===== config.mk =====
export PLATFORM = sky130hd
export DESIGN_NAME = masked_next_permutation
export DESIGN_NICKNAME = d
export VERILOG_FILES = /design/src/design/mnp_pkg.sv /design/src/design/masked_next_permutation.sv /design/src/design/mnp_datapath.sv /design/src/design/mnp_ctrl.sv
export SDC_FILE = /design/constraint.sdc
export NUM_CORES = 1
export LEC_CHECK = 0
export BUFFER_PORTS_ARGS = -buffer_cell sky130_fd_sc_hd__buf_2
export CAP_MARGIN = 20
export CORE_UTILIZATION = 50
export CTS_CLUSTER_DIAMETER = 60
export CTS_CLUSTER_SIZE = 14
export DETAILED_ROUTE_END_ITERATION = 6
export HOLD_SLACK_MARGIN = 0.12
export MAX_ROUTING_LAYER = met4
export PLACE_DENSITY = 0.67
export SLEW_MARGIN = 20
export SYNTH_ARGS = -nofsm -noshare
export SYNTH_HDL_FRONTEND = slang
export SYNTH_SLANG_ARGS = --single-unit

===== constraint.sdc =====
create_clock -name clk -period 11.1 [get_ports clk]
set_input_delay 2.22 -clock clk [delete_from_list [all_inputs] [get_ports clk]]
set_output_delay 2.22 -clock clk [all_outputs]
set_load 0.005 [all_outputs]

===== src/design/mnp_pkg.sv =====
// shared types and constants for the masked next permutation block
// used by mnp_ctrl, mnp_datapath and masked_next_permutation; no dependencies
package mnp_pkg;

  localparam int VAL_W   = 8;
  localparam int POS_W   = 4;
  localparam int LEN_W   = 5;
  localparam int TDATA_W = 16;

  localparam logic [LEN_W-1:0] LEN_RESET = 5'd16;

  localparam logic CMD_LOAD    = 1'b0;
  localparam logic CMD_ADVANCE = 1'b1;

  typedef enum logic [3:0] {
    ST_IDLE,
    ST_PIV,
    ST_SWP,
    ST_SWAP2,
    ST_RA,
    ST_RB,
    ST_RW,
    ST_EMIT,
    ST_EXH
  } state_t;

  // datapath commands, one per cycle
  typedef enum logic [3:0] {
    OP_NONE,
    OP_LOAD,
    OP_PIV_START,
    OP_PIV_STEP,
    OP_PIV_HIT,
    OP_SWP_STEP,
    OP_SWP_HIT,
    OP_SWAP2,
    OP_RA_STEP,
    OP_RA_HIT,
    OP_RB_STEP,
    OP_RB_HIT,
    OP_RW,
    OP_EMIT_START,
    OP_EMIT_STEP,
    OP_EXH
  } dp_op_t;

  typedef struct packed {
    logic n_zero;
    logic cur_zero;
    logic mov;
    logic piv_hit;
    logic gt_piv;
    logic a_ge_b;
    logic b_le_a;
    logic emit_last;
    logic out_free;
  } status_t;

endpackage


===== src/design/masked_next_permutation.sv =====
// top level of the masked next permutation block
// depends on mnp_pkg, mnp_datapath and mnp_ctrl
//
// channel  dir  handshake            payload
// s_*      in   s_tvalid / s_tready  s_tuser cmd, s_tdata position, entry_value
// m_*      out  m_tvalid / m_tready  m_tuser exhausted, m_tlast last,
//                                     m_tdata out_position, out_value
// cfg_*    in   cfg_valid/cfg_ready  cfg_data length
//
// a load is written on its accept; an advance passes through its accept, a pivot scan
// over the entries, a scan for the swap partner, the swap finish, a skip over fixed
// entries, the swap of each reversed pair and the close of the reversal, then the
// results, one per cycle while m_tready is high; one store read per cycle
// a no-pivot advance ends after the pivot scan, or at length 0 without a scan, with one exhausted result
// rst is synchronous, store reads all zero, length 16; a stalled result holds the
// output register and the sequencer waits on it
module masked_next_permutation #(
  parameter int MAX_LEN = 16
) (
  input  logic                         clk,
  input  logic                         rst,
  input  logic                         s_tvalid,
  output logic                         s_tready,
  input  logic                         s_tuser,   // [0] cmd
  input  logic [mnp_pkg::TDATA_W-1:0]  s_tdata,   // [3:0] position, [11:4] entry_value
  output logic                         m_tvalid,
  input  logic                         m_tready,
  output logic                         m_tuser,   // [0] exhausted
  output logic                         m_tlast,
  output logic [mnp_pkg::TDATA_W-1:0]  m_tdata,   // [3:0] out_position, [11:4] out_value
  input  logic                         cfg_valid,
  output logic                         cfg_ready,
  input  logic [mnp_pkg::LEN_W-1:0]    cfg_data
);

  mnp_pkg::status_t status;
  mnp_pkg::dp_op_t  op;

  assign cfg_ready = 1'b1;

  mnp_ctrl u_ctrl (
    .clk      (clk),
    .rst      (rst),
    .s_tvalid (s_tvalid),
    .s_tuser  (s_tuser),
    .s_tready (s_tready),
    .status   (status),
    .op       (op)
  );

  mnp_datapath #(
    .MAX_LEN (MAX_LEN)
  ) u_datapath (
    .clk       (clk),
    .rst       (rst),
    .cfg_valid (cfg_valid),
    .cfg_data  (cfg_data),
    .s_tdata   (s_tdata),
    .op        (op),
    .status    (status),
    .m_tvalid  (m_tvalid),
    .m_tready  (m_tready),
    .m_tdata   (m_tdata),
    .m_tuser   (m_tuser),
    .m_tlast   (m_tlast)
  );

  // an exhausted result is a lone, last, all-zero transfer
  a_exh_form: assert property (@(posedge clk) disable iff (rst)
    m_tvalid && m_tuser |-> m_tlast && (m_tdata == '0))
    else $error("exhausted result malformed");

  // a new result only comes from an emit or exhausted command
  a_out_src: assert property (@(posedge clk) disable iff (rst)
    $rose(m_tvalid) |-> ($past(op) == mnp_pkg::OP_EMIT_STEP) ||
                        ($past(op) == mnp_pkg::OP_EXH))
    else $error("output loaded without a command");

  // store writes from the input only on an accepted load
  a_load_src: assert property (@(posedge clk) disable iff (rst)
    op == mnp_pkg::OP_LOAD |-> s_tvalid && s_tready && (s_tuser == mnp_pkg::CMD_LOAD))
    else $error("load without accepted transfer");

  // no result is overwritten while stalled
  a_no_overrun: assert property (@(posedge clk) disable iff (rst)
    m_tvalid && !m_tready |-> (op != mnp_pkg::OP_EMIT_STEP) && (op != mnp_pkg::OP_EXH))
    else $error("result overwritten while stalled");

endmodule


===== src/design/mnp_datapath.sv =====
// entry store, scan cursors, pivot/swap registers and output register
// depends on mnp_pkg; driven by commands from mnp_ctrl
module mnp_datapath #(
  parameter int MAX_LEN = 16
) (
  input  logic                         clk,
  input  logic                         rst,
  input  logic                         cfg_valid,
  input  logic [mnp_pkg::LEN_W-1:0]    cfg_data,
  input  logic [mnp_pkg::TDATA_W-1:0]  s_tdata,
  input  mnp_pkg::dp_op_t              op,
  output mnp_pkg::status_t             status,
  output logic                         m_tvalid,
  input  logic                         m_tready,
  output logic [mnp_pkg::TDATA_W-1:0]  m_tdata,
  output logic                         m_tuser,
  output logic                         m_tlast
);

  localparam int IW = (MAX_LEN > 1) ? $clog2(MAX_LEN) : 1;
  localparam int NW = $clog2(MAX_LEN + 1);

  logic [mnp_pkg::LEN_W-1:0] length;

  logic signed [mnp_pkg::VAL_W-1:0] mem [MAX_LEN];
  logic [MAX_LEN-1:0]               vbit;
  logic signed [mnp_pkg::VAL_W-1:0] rd_data;
  logic                             rd_vld;

  logic                             wr_en;
  logic [IW-1:0]                    wr_addr;
  logic signed [mnp_pkg::VAL_W-1:0] wr_data;
  logic                             rd_en;
  logic [IW-1:0]                    rd_addr;

  logic [NW-1:0]                    n_used;
  logic [IW-1:0]                    n_m1;
  logic signed [mnp_pkg::VAL_W-1:0] ent;

  logic [IW-1:0]                    cur;
  logic                             seen;
  logic signed [mnp_pkg::VAL_W-1:0] nxt_val;
  logic [IW-1:0]                    piv_idx;
  logic signed [mnp_pkg::VAL_W-1:0] piv_val;
  logic signed [mnp_pkg::VAL_W-1:0] swp_val;
  logic [IW-1:0]                    a_idx;
  logic [IW-1:0]                    b_idx;
  logic signed [mnp_pkg::VAL_W-1:0] a_val;
  logic [IW-1:0]                    emit_idx;

  logic [mnp_pkg::POS_W-1:0]        out_position;
  logic signed [mnp_pkg::VAL_W-1:0] out_value;
  logic                             out_free;

  logic [mnp_pkg::POS_W-1:0]        in_position;
  logic signed [mnp_pkg::VAL_W-1:0] in_value;
  logic                             pos_ok;

  assign in_position = s_tdata[mnp_pkg::POS_W-1:0];
  assign in_value    = s_tdata[mnp_pkg::POS_W+mnp_pkg::VAL_W-1:mnp_pkg::POS_W];
  assign pos_ok      = (32'(in_position) < MAX_LEN);

  always_ff @(posedge clk) begin
    if (rst) begin
      length <= mnp_pkg::LEN_RESET;
    end else if (cfg_valid) begin
      length <= cfg_data;
    end
  end

  always_comb begin
    if (32'(length) > MAX_LEN) begin
      n_used = NW'(MAX_LEN);
    end else begin
      n_used = NW'(length);
    end
  end

  assign n_m1     = IW'(n_used - NW'(1));
  assign ent      = rd_vld ? rd_data : '0;
  assign out_free = !m_tvalid || m_tready;

  // store port control
  always_comb begin
    wr_en   = 1'b0;
    wr_addr = cur;
    wr_data = piv_val;
    rd_en   = 1'b0;
    rd_addr = cur;
    unique case (op) inside
      mnp_pkg::OP_LOAD: begin
        wr_en   = pos_ok;
        wr_addr = IW'(in_position);
        wr_data = in_value;
      end
      mnp_pkg::OP_PIV_START, mnp_pkg::OP_PIV_HIT: begin
        rd_en   = 1'b1;
        rd_addr = n_m1;
      end
      mnp_pkg::OP_PIV_STEP, mnp_pkg::OP_SWP_STEP: begin
        rd_en   = 1'b1;
        rd_addr = cur - IW'(1);
      end
      mnp_pkg::OP_SWP_HIT: begin
        wr_en   = 1'b1;
        wr_addr = cur;
        wr_data = piv_val;
      end
      mnp_pkg::OP_SWAP2: begin
        wr_en   = 1'b1;
        wr_addr = piv_idx;
        wr_data = swp_val;
        rd_en   = 1'b1;
        rd_addr = piv_idx + IW'(1);
      end
      mnp_pkg::OP_RA_STEP: begin
        rd_en   = 1'b1;
        rd_addr = a_idx + IW'(1);
      end
      mnp_pkg::OP_RA_HIT: begin
        rd_en   = 1'b1;
        rd_addr = b_idx;
      end
      mnp_pkg::OP_RB_STEP: begin
        rd_en   = 1'b1;
        rd_addr = b_idx - IW'(1);
      end
      mnp_pkg::OP_RB_HIT: begin
        wr_en   = 1'b1;
        wr_addr = a_idx;
        wr_data = ent;
      end
      mnp_pkg::OP_RW: begin
        // read of a+1 may hit b only when the reversal is already done
        wr_en   = 1'b1;
        wr_addr = b_idx;
        wr_data = a_val;
        rd_en   = 1'b1;
        rd_addr = a_idx + IW'(1);
      end
      mnp_pkg::OP_EMIT_START: begin
        rd_en   = 1'b1;
        rd_addr = '0;
      end
      mnp_pkg::OP_EMIT_STEP: begin
        rd_en   = (emit_idx != n_m1);
        rd_addr = emit_idx + IW'(1);
      end
      default: begin
      end
    endcase
  end

  always_ff @(posedge clk) begin
    if (wr_en) begin
      mem[wr_addr] <= wr_data;
    end
    if (rd_en) begin
      rd_data <= mem[rd_addr];
    end
  end

  // entries never written read as zero
  always_ff @(posedge clk) begin
    if (rst) begin
      vbit   <= '0;
      rd_vld <= 1'b0;
    end else begin
      if (wr_en) begin
        vbit[wr_addr] <= 1'b1;
      end
      if (rd_en) begin
        rd_vld <= vbit[rd_addr];
      end
    end
  end

  always_ff @(posedge clk) begin
    case (op)
      mnp_pkg::OP_PIV_START: begin
        cur  <= n_m1;
        seen <= 1'b0;
      end
      mnp_pkg::OP_PIV_STEP: begin
        if (ent > 0) begin
          seen    <= 1'b1;
          nxt_val <= ent;
        end
        cur <= cur - IW'(1);
      end
      mnp_pkg::OP_PIV_HIT: begin
        piv_idx <= cur;
        piv_val <= ent;
        cur     <= n_m1;
      end
      mnp_pkg::OP_SWP_STEP: cur <= cur - IW'(1);
      mnp_pkg::OP_SWP_HIT:  swp_val <= ent;
      mnp_pkg::OP_SWAP2: begin
        a_idx <= piv_idx + IW'(1);
        b_idx <= n_m1;
      end
      mnp_pkg::OP_RA_STEP: a_idx <= a_idx + IW'(1);
      mnp_pkg::OP_RA_HIT:  a_val <= ent;
      mnp_pkg::OP_RB_STEP: b_idx <= b_idx - IW'(1);
      mnp_pkg::OP_RW: begin
        a_idx <= a_idx + IW'(1);
        b_idx <= b_idx - IW'(1);
      end
      mnp_pkg::OP_EMIT_START: emit_idx <= '0;
      mnp_pkg::OP_EMIT_STEP:  emit_idx <= emit_idx + IW'(1);
      default: begin
      end
    endcase
  end

  // output register
  always_ff @(posedge clk) begin
    if (rst) begin
      m_tvalid <= 1'b0;
    end else if (op == mnp_pkg::OP_EMIT_STEP || op == mnp_pkg::OP_EXH) begin
      m_tvalid <= 1'b1;
    end else if (m_tready) begin
      m_tvalid <= 1'b0;
    end
  end

  always_ff @(posedge clk) begin
    if (op == mnp_pkg::OP_EMIT_STEP) begin
      out_position <= mnp_pkg::POS_W'(emit_idx);
      out_value    <= ent;
      m_tuser      <= 1'b0;
      m_tlast      <= (emit_idx == n_m1);
    end else if (op == mnp_pkg::OP_EXH) begin
      out_position <= '0;
      out_value    <= '0;
      m_tuser      <= 1'b1;
      m_tlast      <= 1'b1;
    end
  end

  assign m_tdata = {(mnp_pkg::TDATA_W - mnp_pkg::POS_W - mnp_pkg::VAL_W)'(0),
                    out_value, out_position};

  assign status.n_zero    = (n_used == '0);
  assign status.cur_zero  = (cur == '0);
  assign status.mov       = (ent > 0);
  assign status.piv_hit   = (ent > 0) && seen && (ent < nxt_val);
  assign status.gt_piv    = (ent > piv_val);
  assign status.a_ge_b    = (a_idx >= b_idx);
  assign status.b_le_a    = (b_idx <= a_idx);
  assign status.emit_last = (emit_idx == n_m1);
  assign status.out_free  = out_free;

endmodule


===== src/design/mnp_ctrl.sv =====
// sequencer: loads, pivot scan, swap scan, reversal and emission of the arrangement or of an exhausted result;
// depends on mnp_pkg; issues one datapath command per cycle, OP_NONE while it waits on a stalled output
module mnp_ctrl (
  input  logic             clk,
  input  logic             rst,
  input  logic             s_tvalid,
  input  logic             s_tuser,
  output logic             s_tready,
  input  mnp_pkg::status_t status,
  output mnp_pkg::dp_op_t  op
);

  mnp_pkg::state_t state, state_next;

  always_ff @(posedge clk) begin
    if (rst) begin
      state <= mnp_pkg::ST_IDLE;
    end else begin
      state <= state_next;
    end
  end

  always_comb begin
    state_next = state;
    op         = mnp_pkg::OP_NONE;
    s_tready   = 1'b0;
    unique case (state)
      mnp_pkg::ST_IDLE: begin
        s_tready = 1'b1;
        if (s_tvalid) begin
          if (s_tuser == mnp_pkg::CMD_LOAD) begin
            op = mnp_pkg::OP_LOAD;
          end else if (status.n_zero) begin
            state_next = mnp_pkg::ST_EXH;
          end else begin
            op         = mnp_pkg::OP_PIV_START;
            state_next = mnp_pkg::ST_PIV;
          end
        end
      end
      mnp_pkg::ST_PIV: begin
        if (status.piv_hit) begin
          op         = mnp_pkg::OP_PIV_HIT;
          state_next = mnp_pkg::ST_SWP;
        end else if (status.cur_zero) begin
          state_next = mnp_pkg::ST_EXH;
        end else begin
          op = mnp_pkg::OP_PIV_STEP;
        end
      end
      mnp_pkg::ST_SWP: begin
        // the movable entry right of the pivot always qualifies
        if (status.gt_piv) begin
          op         = mnp_pkg::OP_SWP_HIT;
          state_next = mnp_pkg::ST_SWAP2;
        end else begin
          op = mnp_pkg::OP_SWP_STEP;
        end
      end
      mnp_pkg::ST_SWAP2: begin
        op         = mnp_pkg::OP_SWAP2;
        state_next = mnp_pkg::ST_RA;
      end
      mnp_pkg::ST_RA: begin
        if (status.a_ge_b) begin
          op         = mnp_pkg::OP_EMIT_START;
          state_next = mnp_pkg::ST_EMIT;
        end else if (status.mov) begin
          op         = mnp_pkg::OP_RA_HIT;
          state_next = mnp_pkg::ST_RB;
        end else begin
          op = mnp_pkg::OP_RA_STEP;
        end
      end
      mnp_pkg::ST_RB: begin
        if (status.b_le_a) begin
          op         = mnp_pkg::OP_EMIT_START;
          state_next = mnp_pkg::ST_EMIT;
        end else if (status.mov) begin
          op         = mnp_pkg::OP_RB_HIT;
          state_next = mnp_pkg::ST_RW;
        end else begin
          op = mnp_pkg::OP_RB_STEP;
        end
      end
      mnp_pkg::ST_RW: begin
        op         = mnp_pkg::OP_RW;
        state_next = mnp_pkg::ST_RA;
      end
      mnp_pkg::ST_EMIT: begin
        if (status.out_free) begin
          op = mnp_pkg::OP_EMIT_STEP;
          if (status.emit_last) begin
            state_next = mnp_pkg::ST_IDLE;
          end
        end
      end
      mnp_pkg::ST_EXH: begin
        if (status.out_free) begin
          op         = mnp_pkg::OP_EXH;
          state_next = mnp_pkg::ST_IDLE;
        end
      end
      default: begin
        state_next = mnp_pkg::ST_IDLE;
      end
    endcase
  end

endmodule

==> impl_metrics.toml <==
[clocking]
cts_buffers = 21
cts_root_buffer = "clkbuf_16"
cts_buffer_depth = 3
clock_latency_ps = 510
htree_num_levels = 1
clock_sink_count = 230
clk_pin_slew_ps = 60
post_cts_buffers = 0
ctsResizeCount = 0
cts_tree = "built"
cts_hold_buf = 0

[route]
drt_first_pass_iters = 5
antenna_left = 0
first_iter_violations = 591
vias_per_cell = 5.83
routedWlPerCell_um = 20.9
num_vias = 6849
wirelength_um = 24500
drc_errors = 0

[layout]
utilization_pct = 56.4
diodes = 0
drive_above_1_share_pct = 15.2
stdcell_area_mm2 = 0.0120
syn2layout_area_growth_pct = 9.20
fillers = 1718
nets = 935
final_cells = 1175

[placement]
dp.cells = 1136
hpwl_um = 16900
place.gp.congestion = 0.920
post_dp_cell_area_mm2 = 0.0114
io_buffers = 38

[min_path]
min_from = "u_datapath.m_tuser"
hp-class = "reg -> reg"

[sta]
fin_crit_sh_pct = 54.7
fin_tns_setup_ps = 0
rsz0062_at_grt = "false"
tightest_slew_ps = 1010
setup_violations = 0
timing_hold_violations_final = 0
slew_headroom_pct = 32.4
min_period_ps = 6080
max_clock_freq_mhz = 165
drv_slew = 0
skew_ps = 13.3

[grt]
grt_pass1_wl_um = 37800
grtUsageTotal_pct = 23.2
antenna_found_initial = 0
grt_max_degree = 59
grt_pass1_vias = 6497
globalRouteOverflowTotal = 0

[worst_setup_path]
arrival_ps = 6300
worstPathRequired_ps = 11320
reg2reg_slack_ps = 5020
worstPathMaxFanout = 58
rr_startpoint = "u_datapath.rd_vld"
worstSetupPathType = "reg -> reg"
cp-start-kind = "flop"
cp-startpoint = "u_datapath.rd_vld"
worstSetupEndpointType = "flop"

[power_and_ir_drop]
power.leakage_nw = 4.36
power_density_mw_per_mm2 = 207
p_total_mw = 2.48
ir_drop_mv = 0.115

[logic_synthesis]
async_flop_share_pct = 0
syn-cell-area_mm2 = 0.0110
avgSynthCellArea_um2 = 13.0
synth_cell_type_count = 83
ys_seq_area_share_pct = 60.3
synth-seq-cells = 230
synth_top_flop_cell = "edfxtp_1"
synth_cells = 848
yosysWarnings = 0
synth_edf_count = 202

[die]
die_width_um = 150
ios = 48
core-area_mm2 = 0.0213
start_util_pct = 51.6
dieHeight_um = 150
die-area_mm2 = 0.0226
row_count = 53

[run]
cap_viol_max_count = 0

[outcome]
status = "complete, no violations"
## report_power, final
part	total, mW	internal (mW)	switching [mW]
Sequential	1.08	1.04	0.0409
Combinational	0.741	0.273	0.469
Clock	0.663	0.358	0.306
## stage by stage
| stage | hold WS [ps] | setup WS [ps] |
|---|---|---|
| after floorplan | 439 | 6100 |
| after global routing | 480 | 4810 |
| after detailed placement | 435 | 4620 |
| after CTS | 445 | 5120 |
| after global placement | 428 | 4630 |
| final | 443 | 5020 |
## cell type report
class                   count  area (um^2)  area share (%)
flip-flops and latches    230         6630            55.2
multi-input cells         541         3980            33.2
clock buffers              33          571            4.75
well taps                 275          344            2.87
repair buffers             51          292            2.43
inverters                  40          150            1.25
clock inverters             5         40.0           0.334
## layer usage
layer	wire length (um)	GRT usage [%]	part of all wire, %
met2	11000	34.8	45
met5	0	-	0
met4	397	5.51	1.6
met1	11500	33.4	47
met3	1560	3.00	6.4
## flip-flops by register name, summed over array words and instances (netlist names), 4 cells and up
register and cells:
u_ctrl.state 4, u_datapath.a_idx 4, u_datapath.a_val 8, u_datapath.nxt_val 8, u_datapath.piv_idx 4, u_datapath.cur 4, u_datapath.b_idx 4, u_datapath.length 5
u_datapath.rd_data 8, u_datapath.swp_val 8, u_datapath.mem 128, u_datapath.piv_val 8, u_datapath.vbit 16, u_datapath.out_value 8, u_datapath.emit_idx 4, u_datapath.out_position 4
## cell usage in the layout, fill, tap and decap left out, types with 5 or more instances in the layout
master     synthesis  layout
edfxtp_1         202     202
inv_1             38      38
a22oi_1            9       9
dfxtp_1           28      28
a222oi_1          12      12
clkbuf_1          10      12
nand3_1           22      22
xnor2_1           15      15
nand2b_1          12      12
buf_2             12      38
mux2i_1           83      83
clkbuf_16          0      21
conb_1             2       5
a31oi_1           14      14
xor2_1             6       6
or2_2              6       7
mux2_2             8       8
mux2_1             8       8
a21oi_1           33      33
nand2_1           50      50
o21ba_2           16      16
ha_1              23      23
buf_4              8      12
o21ai_0           12      12
o211ai_1          19      19
nor2b_1            8       8
nor2_1            71      71
and3_1            11      11
nor3_1             9       9
## synthesized netlist by cell type (all sizes together) (21+ instances only)
library cell	n	area share, %
edfxtp	202	55
mux2i	83	7.6
nor2	73	2.5
nand2	50	1.7
inv	40	1.4
a21oi	35	1.7
buf	30	2.0
dfxtp	28	5.1
ha	23	2.6
nand3	23	1.1
o211ai	21	1.5
## worst max-delay path: stages (launching register included)
cell and delay (ps):
dfxtp_1 650, nand2_1 220, inv_1 260, ha_1 290, a21o_1 170, a211oi_2 310, o311ai_2 190, a211oi_1 730
o21a_1 480, a211oi_4 240, a21oi_1 290, a22o_4 280, buf_4 780, mux2_2 410, o211ai_1 250, nand3_1 180
## worst paths after layout
check,end,cells past startpoint
worst max-delay path,u_datapath.rd_data[1],15
worst min-delay path,u_datapath.m_tuser,2
worst max register to register,u_datapath.rd_data[1],15
worst min register to register,u_datapath.m_tuser,2
## logic make-up (layout without fill, tap and decap cells)
kind of cell             after synthesis  after routing  synth area share [%]
AO/OA/AOI/OAI                        169            169                  12.1
AND/OR/NAND/NOR                      224            224                  10.4
other                                  2              5                0.0683
adder cells (fa/ha/maj)               23             23                  2.62
XOR/XNOR                              21             21                  1.67
multiplexers                          99             99                  9.20
flip-flops                           230            230                  60.3
buffers and inverters                 80            129                  3.69
Power figures use the tool's default switching activity.
